File: config.mk
export PLATFORM = sky130hd
export DESIGN_NAME = slif_ctrl
export DESIGN_NICKNAME = d
export VERILOG_FILES = /design/src/hw/rtl/slif_pkg.sv /design/src/hw/rtl/slif_ctrl.sv
export SDC_FILE = /design/constraint.sdc
export NUM_CORES = 1
export LEC_CHECK = 0
export ABC_AREA = 1
export BUFFER_PORTS_ARGS = -buffer_cell sky130_fd_sc_hd__buf_4
export CAP_MARGIN = 25
export CORE_UTILIZATION = 46
export DETAILED_ROUTE_END_ITERATION = 10
export HOLD_SLACK_MARGIN = 0.06
export PLACE_DENSITY = 0.77
export SLEW_MARGIN = 10
export SYNTH_ARGS = -nofsm -noshare
export SYNTH_HDL_FRONTEND = slang
export SYNTH_SLANG_ARGS = --single-unit
export TNS_END_PERCENT = 30
File: constraint.sdc
create_clock -name clk -period 1.6 [get_ports clk]
set_input_delay 0.08 -clock clk [delete_from_list [all_inputs] [get_ports clk]]
set_output_delay 0.08 -clock clk [all_outputs]
set_load 0.01 [all_outputs]
File: src/hw/rtl/slif_pkg.sv
// ----------------------------------------------------------------------------
// slif_pkg: shared types and constants for the spiking LIF layer
// Sizes, fixed-point formats, operation and register codes, controller
// states, the command/status structs and the saturation helper.
// ----------------------------------------------------------------------------
package slif_pkg;

  // Layer geometry and number format (signed Q3.12 by default)
  localparam int INPUTS     = 32;
  localparam int OUTPUTS    = 32;
  localparam int VALUE_BITS = 16;
  localparam int FRAC_BITS  = 12;

  // Field widths of the channels
  localparam int OP_W       = 2;
  localparam int SPIKE_W    = 32;
  localparam int INDEX_W    = 5;
  localparam int WVAL_W     = 16;
  localparam int TAU_W      = 16;
  localparam int CFG_IDX_W  = 8;
  localparam int CFG_DATA_W = 16;

  // Derived widths
  localparam int ROW_W    = (INPUTS > 1) ? $clog2(INPUTS) : 1;
  localparam int NRN_W    = (OUTPUTS > 1) ? $clog2(OUTPUTS) : 1;
  localparam int CNT_W    = (ROW_W > NRN_W) ? ROW_W : NRN_W;
  localparam int ROW_BITS = OUTPUTS * VALUE_BITS;
  localparam int ACC_W    = VALUE_BITS + $clog2(INPUTS + 1);
  localparam int DIFF_W   = ACC_W + 1;
  localparam int PROD_W   = DIFF_W + TAU_W + 1;
  localparam int SUM_W    = PROD_W + 2;
  localparam int SAT_W    = SUM_W - TAU_W;

  // Constants
  localparam longint VMAX       = (longint'(1) <<< (VALUE_BITS - 1)) - 1;
  localparam longint ONE_V      = longint'(1) <<< FRAC_BITS;
  localparam int     ROUND_HALF = 1 << (TAU_W - 1);
  localparam logic [TAU_W-1:0] TAU_RST = TAU_W'(1 << (TAU_W - 2));
  localparam logic signed [VALUE_BITS-1:0] THRESH_RST =
    VALUE_BITS'((ONE_V > VMAX) ? VMAX : ONE_V);

  // Register indexes of the configuration port
  localparam logic [CFG_IDX_W-1:0] REG_LEAK   = CFG_IDX_W'(0);
  localparam logic [CFG_IDX_W-1:0] REG_THRESH = CFG_IDX_W'(1);

  typedef enum logic [OP_W-1:0] {
    OP_STEP   = 2'd0,
    OP_WEIGHT = 2'd1,
    OP_BIAS   = 2'd2,
    OP_CLEAR  = 2'd3
  } slif_op_t;

  typedef enum logic [2:0] {
    S_IDLE,
    S_WRD,
    S_WWR,
    S_ROWS,
    S_SETTLE,
    S_LEAK,
    S_FINISH
  } slif_state_t;

  // Controller to datapath
  typedef struct packed {
    logic             cap_item;
    logic             wr_bias;
    logic             clr_mem;
    logic             wt_rd;
    logic             wt_wr;
    logic             row_rd;
    logic [ROW_W-1:0] row_addr;
    logic             acc_init;
    logic             leak_issue;
    logic [NRN_W-1:0] leak_idx;
    logic             out_load;
  } slif_cmd_t;

  // Datapath to controller
  typedef struct packed {
    logic pipe_busy;
    logic out_free;
  } slif_sts_t;

  // Clamp to the signed VALUE_BITS range
  function automatic logic signed [VALUE_BITS-1:0] sat_value(
    input logic signed [SAT_W-1:0] x);
    logic signed [SAT_W-1:0] hi;
    logic signed [SAT_W-1:0] lo;
    hi = SAT_W'(VMAX);
    lo = -hi - SAT_W'(1);
    if (x > hi) begin
      return hi[VALUE_BITS-1:0];
    end else if (x < lo) begin
      return lo[VALUE_BITS-1:0];
    end
    return x[VALUE_BITS-1:0];
  endfunction

endpackage

File: src/hw/rtl/slif_ctrl.sv
// ----------------------------------------------------------------------------
// slif_ctrl: sequencer of the spiking LIF layer
// Decodes accepted items, walks weight rows and then neurons, and hands the
// spike vector to the output register.
// ----------------------------------------------------------------------------
module slif_ctrl import slif_pkg::*; (
  input  logic      clk,
  input  logic      rst_n,
  input  logic      in_valid,
  input  slif_op_t  in_op,
  input  slif_sts_t sts,
  output logic      in_ready,
  output slif_cmd_t cmd
);

  slif_state_t      state_r, state_nxt;
  logic [CNT_W-1:0] cnt_r, cnt_nxt;

  // State and counter registers
  always_ff @(posedge clk) begin
    if (!rst_n) begin
      state_r <= S_IDLE;
      cnt_r   <= '0;
    end else begin
      state_r <= state_nxt;
      cnt_r   <= cnt_nxt;
    end
  end

  assign in_ready = (state_r == S_IDLE);

  // Next state and commands
  always_comb begin
    state_nxt = state_r;
    cnt_nxt   = cnt_r;
    cmd       = '0;
    case (state_r)
      S_IDLE: begin
        if (in_valid) begin
          cmd.cap_item = 1'b1;
          case (in_op)
            OP_STEP: begin
              cmd.acc_init = 1'b1;
              cnt_nxt      = '0;
              state_nxt    = S_ROWS;
            end
            OP_WEIGHT: state_nxt   = S_WRD;
            OP_BIAS:   cmd.wr_bias = 1'b1;
            OP_CLEAR:  cmd.clr_mem = 1'b1;
            default: ;
          endcase
        end
      end
      // Fetch the weight row, then write it back with one lane replaced
      S_WRD: begin
        cmd.wt_rd = 1'b1;
        state_nxt = S_WWR;
      end
      S_WWR: begin
        cmd.wt_wr = 1'b1;
        state_nxt = S_IDLE;
      end
      // Read one weight row per cycle
      S_ROWS: begin
        cmd.row_rd   = 1'b1;
        cmd.row_addr = ROW_W'(cnt_r);
        if (cnt_r == CNT_W'(INPUTS - 1)) begin
          cnt_nxt   = '0;
          state_nxt = S_SETTLE;
        end else begin
          cnt_nxt = cnt_r + CNT_W'(1);
        end
      end
      // Let the last row land in the accumulators
      S_SETTLE: state_nxt = S_LEAK;
      // Issue one neuron per cycle into the membrane pipeline
      S_LEAK: begin
        cmd.leak_issue = 1'b1;
        cmd.leak_idx   = NRN_W'(cnt_r);
        if (cnt_r == CNT_W'(OUTPUTS - 1)) begin
          cnt_nxt   = '0;
          state_nxt = S_FINISH;
        end else begin
          cnt_nxt = cnt_r + CNT_W'(1);
        end
      end
      // Drain the pipeline, then load the result once the register is free
      S_FINISH: begin
        if (!sts.pipe_busy && sts.out_free) begin
          cmd.out_load = 1'b1;
          state_nxt    = S_IDLE;
        end
      end
      default: state_nxt = S_IDLE;
    endcase
  end

  // A row write always follows its row read
  a_wwr_after_wrd: assert property (@(posedge clk) disable iff (!rst_n)
    state_r == S_WWR |-> $past(state_r) == S_WRD)
    else $error("row write without preceding row read");

  // The neuron walk starts at neuron zero
  a_leak_start: assert property (@(posedge clk) disable iff (!rst_n)
    state_r == S_LEAK && $past(state_r) == S_SETTLE |-> cnt_r == '0)
    else $error("neuron walk did not start at zero");

  // A result is only released from an empty pipeline
  a_load_drained: assert property (@(posedge clk) disable iff (!rst_n)
    cmd.out_load |=> $past(state_r) == S_FINISH && !$past(sts.pipe_busy))
    else $error("result loaded before pipeline drained");

endmodule

# --- After elaboration in Yosys (flattened, before gate mapping) ---
# Cells that the tools add are included.
op_classes:
  n_addsub: 1
  n_eq_ne: 16
  muxes: 23
  reduce_logical: 8
ops:
  columns: ["op", "n"]
  rows:
  - ["2-to-1 mux 3 bit", 6]
  - ["case mux 3 bit (6 select lines)", 1]
  - ["2-to-1 mux 5 bit", 3]
  - ["2-to-1 mux 6 bit", 2]
  - ["case mux 5 bit (2 select lines)", 1]
  - ["== test 3 bit (second input constant)", 3]
  - ["2-to-1 mux 1 bit", 9]
  - ["inequality test 2 bit (second input constant)", 4]
  - ["== test 3 x 2 -> 1 bit (second input constant)", 2]
  - ["case mux 3 bit (2 select lines)", 1]
  - ["adder 5 x 1 -> 5 bit (second input constant)", 1]
  - ["== test 5 bit (second input constant)", 1]
  - ["AND reduction 5 bit", 1]
  - ["== test 2 bit (second input constant)", 2]
  - ["== test 3 x 1 -> 1 bit (second input constant)", 1]
  - ["zero test 3 bit", 1]
  - ["inequality test 3 x 1 -> 1 bit (second input constant)", 1]
  - ["AND reduction 3 bit", 1]
  - ["== test 2 x 1 -> 1 bit (second input constant)", 1]
  - ["zero test 2 bit", 1]
  - ["inequality test 2 x 1 -> 1 bit (second input constant)", 1]
  - ["nonzero test 2 bit", 1]
  - ["OR reduction 2 bit", 1]
  - ["logical AND 1 bit", 1]
  - ["zero test 1 bit", 1]
word_totals:
  register_bits: 8
  out_inout_bits: 20

# --- Longest topological paths before layout ---
# Gate-level depths: netlist of run 1.
logic_depth:
  ltp_word: 4
  mapped_depth: 9
  mapped_depth_nobuf: 9

# --- Least setup slack after synthesis of run 1 ---
# OpenSTA, ideal clock, no wires.
synth_timing:
  path_kind: "reg2reg"
  startpoint: "register cnt_r[0]"
  endpoint: "register state_r[2]"
  t_arrival_ps: 1235
  required_ps: 1530
  path_slack_ps: 295
  path_stages_with_launch: 10
  n_path_buf: 0
  synth_period_minus_slack_ps: 1305
  cell_sequence: "dfxtp_1 ha_1 nand2_1 nor2_1 ha_1 inv_1 nand3_2 nand3_1 nand2_1 a21oi_1"
synth_between:
  elab_chain_len: 3
  word_cells_on_any_way: 4
synth_rtl:
  columns: ["item", "line_no", "source"]
  rows:
  - ["start: declaration", "slif_ctrl.sv:17", "logic [CNT_W-1:0] cnt_r, cnt_nxt;"]
  - ["start signal: assignment", "slif_ctrl.sv:26", "cnt_r <= cnt_nxt;"]
  - ["== test 5 bit (*)", "slif_ctrl.sv:67, slif_ctrl.sv:80", null]
  - ["inequality test 2 bit (no source line)", null, null]
  - ["AND reduction 5 bit (no source line) (*)", null, null]
  - ["end signal: assignment", "slif_ctrl.sv:25", "state_r <= state_nxt;"]
  - ["end: declaration", "slif_ctrl.sv:16", "slif_state_t state_r, state_nxt;"]
# Every way passes the cells marked *; elsewhere a longest branch is shown, timed or not.
# A chain may end at the register's enable or synchronous reset.

# --- Worst setup path after layout of run 1 ---
# Ends and elaborated chain as after synthesis.

==> results_dict.tcl, run 1 <==
set metrics [dict create \
    status "complete, no violations" \
    synth_seq_cells 8 \
    skew_ps 6.70 \
    p_leak_nw 0.485 \
    area_delta_synth_final_pct 35.4 \
    overflow 0 \
    r2r_end "state_r[2]" \
    yosysWarningCount 0 \
    pin_count 27 \
    die_x_um 40.2 \
    postCtsHoldBufs 0 \
    max-vdd-ir-drop_mv 0.740 \
    fmax_mhz 686 \
    portBuffers 26 \
    crit_fanout 6 \
    clk_pin_slew_worst_paths_ps 50 \
    wl_mm 1.55 \
    syn_nets 119 \
    root_buffer "clkbuf_4" \
    syn_area_um2 671 \
    fin_nets 150 \
    hold_violations 0 \
    clockBufferDepth 2 \
    clk_latency_ps 250 \
    cp.required_ps 1790 \
    critPathArrivalTime_ps 1640 \
    grt_use_met2_pct 37.9 \
    num_antenna_cells 0 \
    yosysSeqAreaShare_pct 23.9 \
    critical_path_class "reg2reg" \
    r2r_start "cnt_r[0]" \
    htree_levels 1 \
    setup_viol 0 \
    worstHoldPathCells 3 \
    cts_buffers 3 \
    drv_slew 0 \
    drive_gt1_share_pct 33.8 \
    cts.sinks 8 \
    setup_tns_ps 0 \
    yosysTopAreaCellShare_pct 23.9 \
    synth_cell_type_count 21 \
    finalCriticalPeriod_ps 1460 \
    period_share_pct 91.1 \
    busiest_layer "met2" \
    synth_area_leader_cell "dfxtp_1" \
    cts_tree "yes" \
    antenna_violating_nets_post_route 0 \
    row_count 13 \
    hold_path_end "state_r[0]" \
    netlist_instances 110 \
    cp-start-kind "flop" \
    route.vias.total 743 \
    wl_per_cell_um 10.1 \
    avgSynthCellArea_um2 6.10 \
    rr_worst_depth 9 \
    design.core.area_um2 1330 \
    fin_cells 154 \
    worstMarginPinSlew_ps 296 \
    die_area_um2 1610 \
    antenna_found_initial 0 \
    cts_setup_buffers 0 \
    synth.area.top_cells "dfxtp_1, nor2_1, inv_1" \
    die_y_um 40.2 \
    use_met3_pct 6.67 \
    placed_cell_area_um2 885 \
    relSlewSlack_pct 80.2 \
    gp_congestion 0.853 \
    p_per_area_nw_per_um2 1340 \
    grt_pass1_vias 610 \
    use_met1_pct 30.1 \
    hpwlAfterDp_mm 1.33 \
    drt_iter0_markers 24 \
    routed_via_density 4.82 \
    drc 0 \
    grt_max_degree 8 \
    crit_path_end_kind "flop" \
    grt_pass1_wl_mm 2.48 \
    finish.instance_area_um2 908 \
    hp-class "in2reg" \
    firstDrtPassIters 4 \
    start_util_pct 50.3 \
    r2r_slack_ps 140 \
    whs_ps 94.3 \
    layout_common_cells "nor2_1, buf_4, inv_1, nand3_1, nand2_1" \
    rsz0062_at_grt "false" \
    holdCritStartpoint "rst_n" \
    cts_resized 0 \
    drv_cap 0 \
    grt_usage_pct 22.9 \
    layout_commonest_cell "nor2_1" \
    place_inst 151 \
]
## power by group
part	leakage, nW	internal, mW	switching (mW)	total (mW)
clock network	0.0138	0.0855	0.0640	0.150
registers	0.0658	0.265	0.0780	0.343
logic	0.406	0.287	0.441	0.728
## cell type report
class	count	area, um2
Clock buffer	3	22.5
Sequential cell	8	161
Timing Repair Buffer	27	203
Multi-Input combinational cell	79	420
Tap cell	15	18.8
Fill cell	131	425
Inverter	22	82.6
## registers in the layout (all words and copies together) (netlist names)
| register | cells |
|---|---|
| cnt_r | 5 |
| state_r | 3 |
## kinds of logic after synthesis
| group | count (synthesis) | synth area share [%] |
|---|---|---|
| and+or+nand+nor | 67 | 50.9 |
| buffers and inverters | 23 | 13.4 |
| AOI/OAI and AO/OA | 9 | 6.72 |
| xor gates and xnor gates | 1 | 1.31 |
| DFF | 8 | 23.9 |
| adders and majority gates | 2 | 3.73 |
## synthesized netlist by cell type
cell	count
nand2_2	4
nor3_1	1
dfxtp_1	8
nand2_1	11
nand3_2	1
nor2_4	2
nor4_1	2
nand4_1	2
nand3_4	1
nand2_4	2
ha_1	2
o21ai_0	4
nor2_1	28
inv_1	18
buf_4	1
or2_2	1
nand3_1	11
nor2_2	1
inv_2	4
xor2_1	1
a21oi_1	5
## worst max-delay path, cell delays in order, from the launching register on
cell and delay, ps:
dfxtp_2 330, ha_1 200, nand2_1 80, nor2_1 50, ha_1 180, inv_1 130
nand3_2 160, nand3_1 100, nand2_1 60, a21oi_1 110
## worst max path at each step
| stage | slack (ps) | cells after the start | end | from |
|---|---|---|---|---|
| 5_1_grt | 8 | 9 | cnt_r[3] | cnt_r[0] |
| 4_1_cts | 130 | 9 | state_r[2] | cnt_r[0] |
| 6_report | 140 | 9 | state_r[2] | cnt_r[0] |
| 3_3_place_gp | 220 | 9 | state_r[2] | cnt_r[0] |
| 2_1_floorplan | 290 | 9 | state_r[2] | cnt_r[0] |
| 3_5_place_dp | 150 | 9 | state_r[2] | cnt_r[0] |
## metal layers
metal	vias up	wire length, um
met5	-	0
met4	0	0
met3	0	117
met2	28	676
met1	309	757
li1	406	-
## through the flow
stage                     worst slack (ps)  util (%)  power [mW]
after global placement                 223      66.3        1.06
after floorplan                        295         -       0.842
final                                  143      68.1        1.22
after CTS                              128      68.0        1.22
after detailed placement               146      66.3        1.07
after global routing                  8.30      68.1        1.34
No activity file was read; power rests on OpenSTA's default activity.
==> inputs of run 2 (changes only) <==
CORE_UTILIZATION = 50   (was 46)
PLACE_DENSITY = 0.82   (was 0.77)
clock period = 1.8 ns   (was 1.6 ns; I/O delays follow)
==> run 2 against run 1 <==
Flip-flop and latch count unchanged. Total power decreased by 9.7%. Die area decreased by 7.6%. First-iteration DRC count decreased by 8.3%. Fmax decreased by 3.8%. Critical path depth unchanged. Sequential share of layout area increased by 0.059 points. Wire length increased by 7.0%. Hold slack improved by 2.6 ps. Clock power about the same. Critical path type unchanged.
==> results_dict.tcl, run 2 (synthesis results as in run 1) <==
set metrics [dict create \
    worstHoldPathCells 3 \
    pwr-share-seq_pct 28.2 \
    clockBufferDepth 2 \
    row_count 12 \
    die_area_um2 1490 \
    p_leak_nw 0.479 \
    dp_worst_setup_slack_ps 355 \
    cts_tree "yes" \
    largest_register "cnt_r" \
    holdCritStartpoint "rst_n" \
    portBuffers 26 \
    cp-start-kind "flop" \
    hold_violations 0 \
    setup_viol 0 \
    grt_max_degree 11 \
    overflow 0 \
    drv_cap 0 \
    wl_mm 1.66 \
    hpwlAfterDp_mm 1.36 \
    gp_congestion 0.859 \
    hp-class "in2reg" \
    r2r_start "cnt_r[0]" \
    layout_common_cells "nor2_1, buf_4, inv_1, nand3_1, nand2_1" \
    cts_setup_buffers 0 \
    finalCriticalPeriod_ps 1510 \
    whs_ps 97.0 \
    crit_path_start "cnt_r[0]" \
    crit_path_end_kind "flop" \
    worstMarginPinSlew_ps 462 \
    cts_buffers 3 \
    num_antenna_cells 0 \
    grt_usage_pct 25.6 \
    crit_fanout 6 \
    drv_slew 0 \
    finalWorstSetupSlack_ps 286 \
    drt_iter0_markers 22 \
    power_switching_uw 539 \
    period_share_pct 84.1 \
    antenna_violating_nets_post_route 0 \
    htree_levels 1 \
    status "complete, no violations" \
    die_x_um 38.6 \
    fin_nets 149 \
    rsz0062_at_grt "false" \
    skew_ps 7.49 \
    layout_commonest_cell "nor2_1" \
    clk_pin_slew_worst_paths_ps 60 \
    finalCoreUtilization_pct 76.7 \
    wl_per_cell_um 10.9 \
    p_sw_share_pct 48.9 \
    rr_worst_depth 9 \
    grt_pass1_vias 644 \
    critical_path_class "reg2reg" \
    relSlewSlack_pct 69.2 \
    design.core.area_um2 1170 \
    pin_count 27 \
    reg_top3 "cnt_r x5, state_r x3" \
    routed_via_density 5.05 \
    antenna_found_initial 0 \
    critPathArrivalTime_ps 1710 \
    max-vdd-ir-drop_mv 1.04 \
    grt_pass1_wl_mm 2.64 \
    p_clk_share_pct 13.5 \
    start_util_pct 57.3 \
    cts.sinks 8 \
    setup_tns_ps 0 \
    root_buffer "clkbuf_4" \
    clk_latency_ps 260 \
    combPwrFrac_pct 58.3 \
    route.vias.total 768 \
    drive_gt1_share_pct 32.6 \
    drc 0 \
    die_y_um 38.6 \
    cp.required_ps 1990 \
    fillers 102 \
    fmax_mhz 660 \
    area_delta_synth_final_pct 34.0 \
    p_int_uw 563 \
    largest_reg_flops 5 \
    p_per_area_nw_per_um2 1230 \
    cts_resized 0 \
    postCtsHoldBufs 0 \
    firstDrtPassIters 4 \
]
[run 2: cell types whose count changed in the layout (fill, tap and decap cells not counted)]
| cell | change |
|---|---|
| buf_4 | -1 |
| dfxtp_1 | +1 |
| dfxtp_2 | -1 |
[run 2: through the flow]
step                      total power [mW]  cells  cell area, um2
after floorplan                      0.749    110             671
after global placement               0.936    149             876
after detailed placement             0.949    149             876
after CTS                             1.10    152             898
after global routing                  1.18    152             898
final                                 1.10    152             898
[run 2: cell type report]
type	instances	area (um2)	area share [%]
Multi-Input combinational cell	79	420	46.8
Timing Repair Buffer	26	195	21.7
Sequential cell	8	160	17.8
Inverter	22	82.6	9.19
Clock buffer	3	22.5	2.51
Tap cell	14	17.5	1.95
[run 2: per-layer routing]
metal	wire (um)	up-vias	global-route usage (%)
met1	773	339	33.3
met2	779	25	42.1
met3	90	4	4.05
met5	0	-	0
li1	-	400	-
met4	16	0	9.48
[run 2: worst max-delay path, cell delays in order, from the launching register on]
cell and delay (ps):
dfxtp_1 350, ha_1 230, nand2_1 110, nor2_1 50
ha_1 170, inv_1 120, nand3_2 150, nand3_1 100
nand2_1 50, a21oi_1 120
[run 2: path summary, 6_finish.rpt]
check / end / slack [ps]
setup / recovery: state_r[2] / 290
hold / removal: cnt_r[4] / 100
setup reg to reg: state_r[2] / 290
hold reg to reg: cnt_r[2] / 550
[run 2: power groups by stage]
| stage | logic [mW] | clock network (mW) | registers [mW] |
|---|---|---|---|
| 4_1_cts | 0.644 | 0.145 | 0.307 |
| 3_3_place_gp | 0.625 | 0 | 0.311 |
| 5_1_grt | 0.710 | 0.153 | 0.319 |
| 2_1_floorplan | 0.461 | 0 | 0.287 |
| 6_report | 0.643 | 0.149 | 0.311 |
| 3_5_place_dp | 0.638 | 0 | 0.311 |
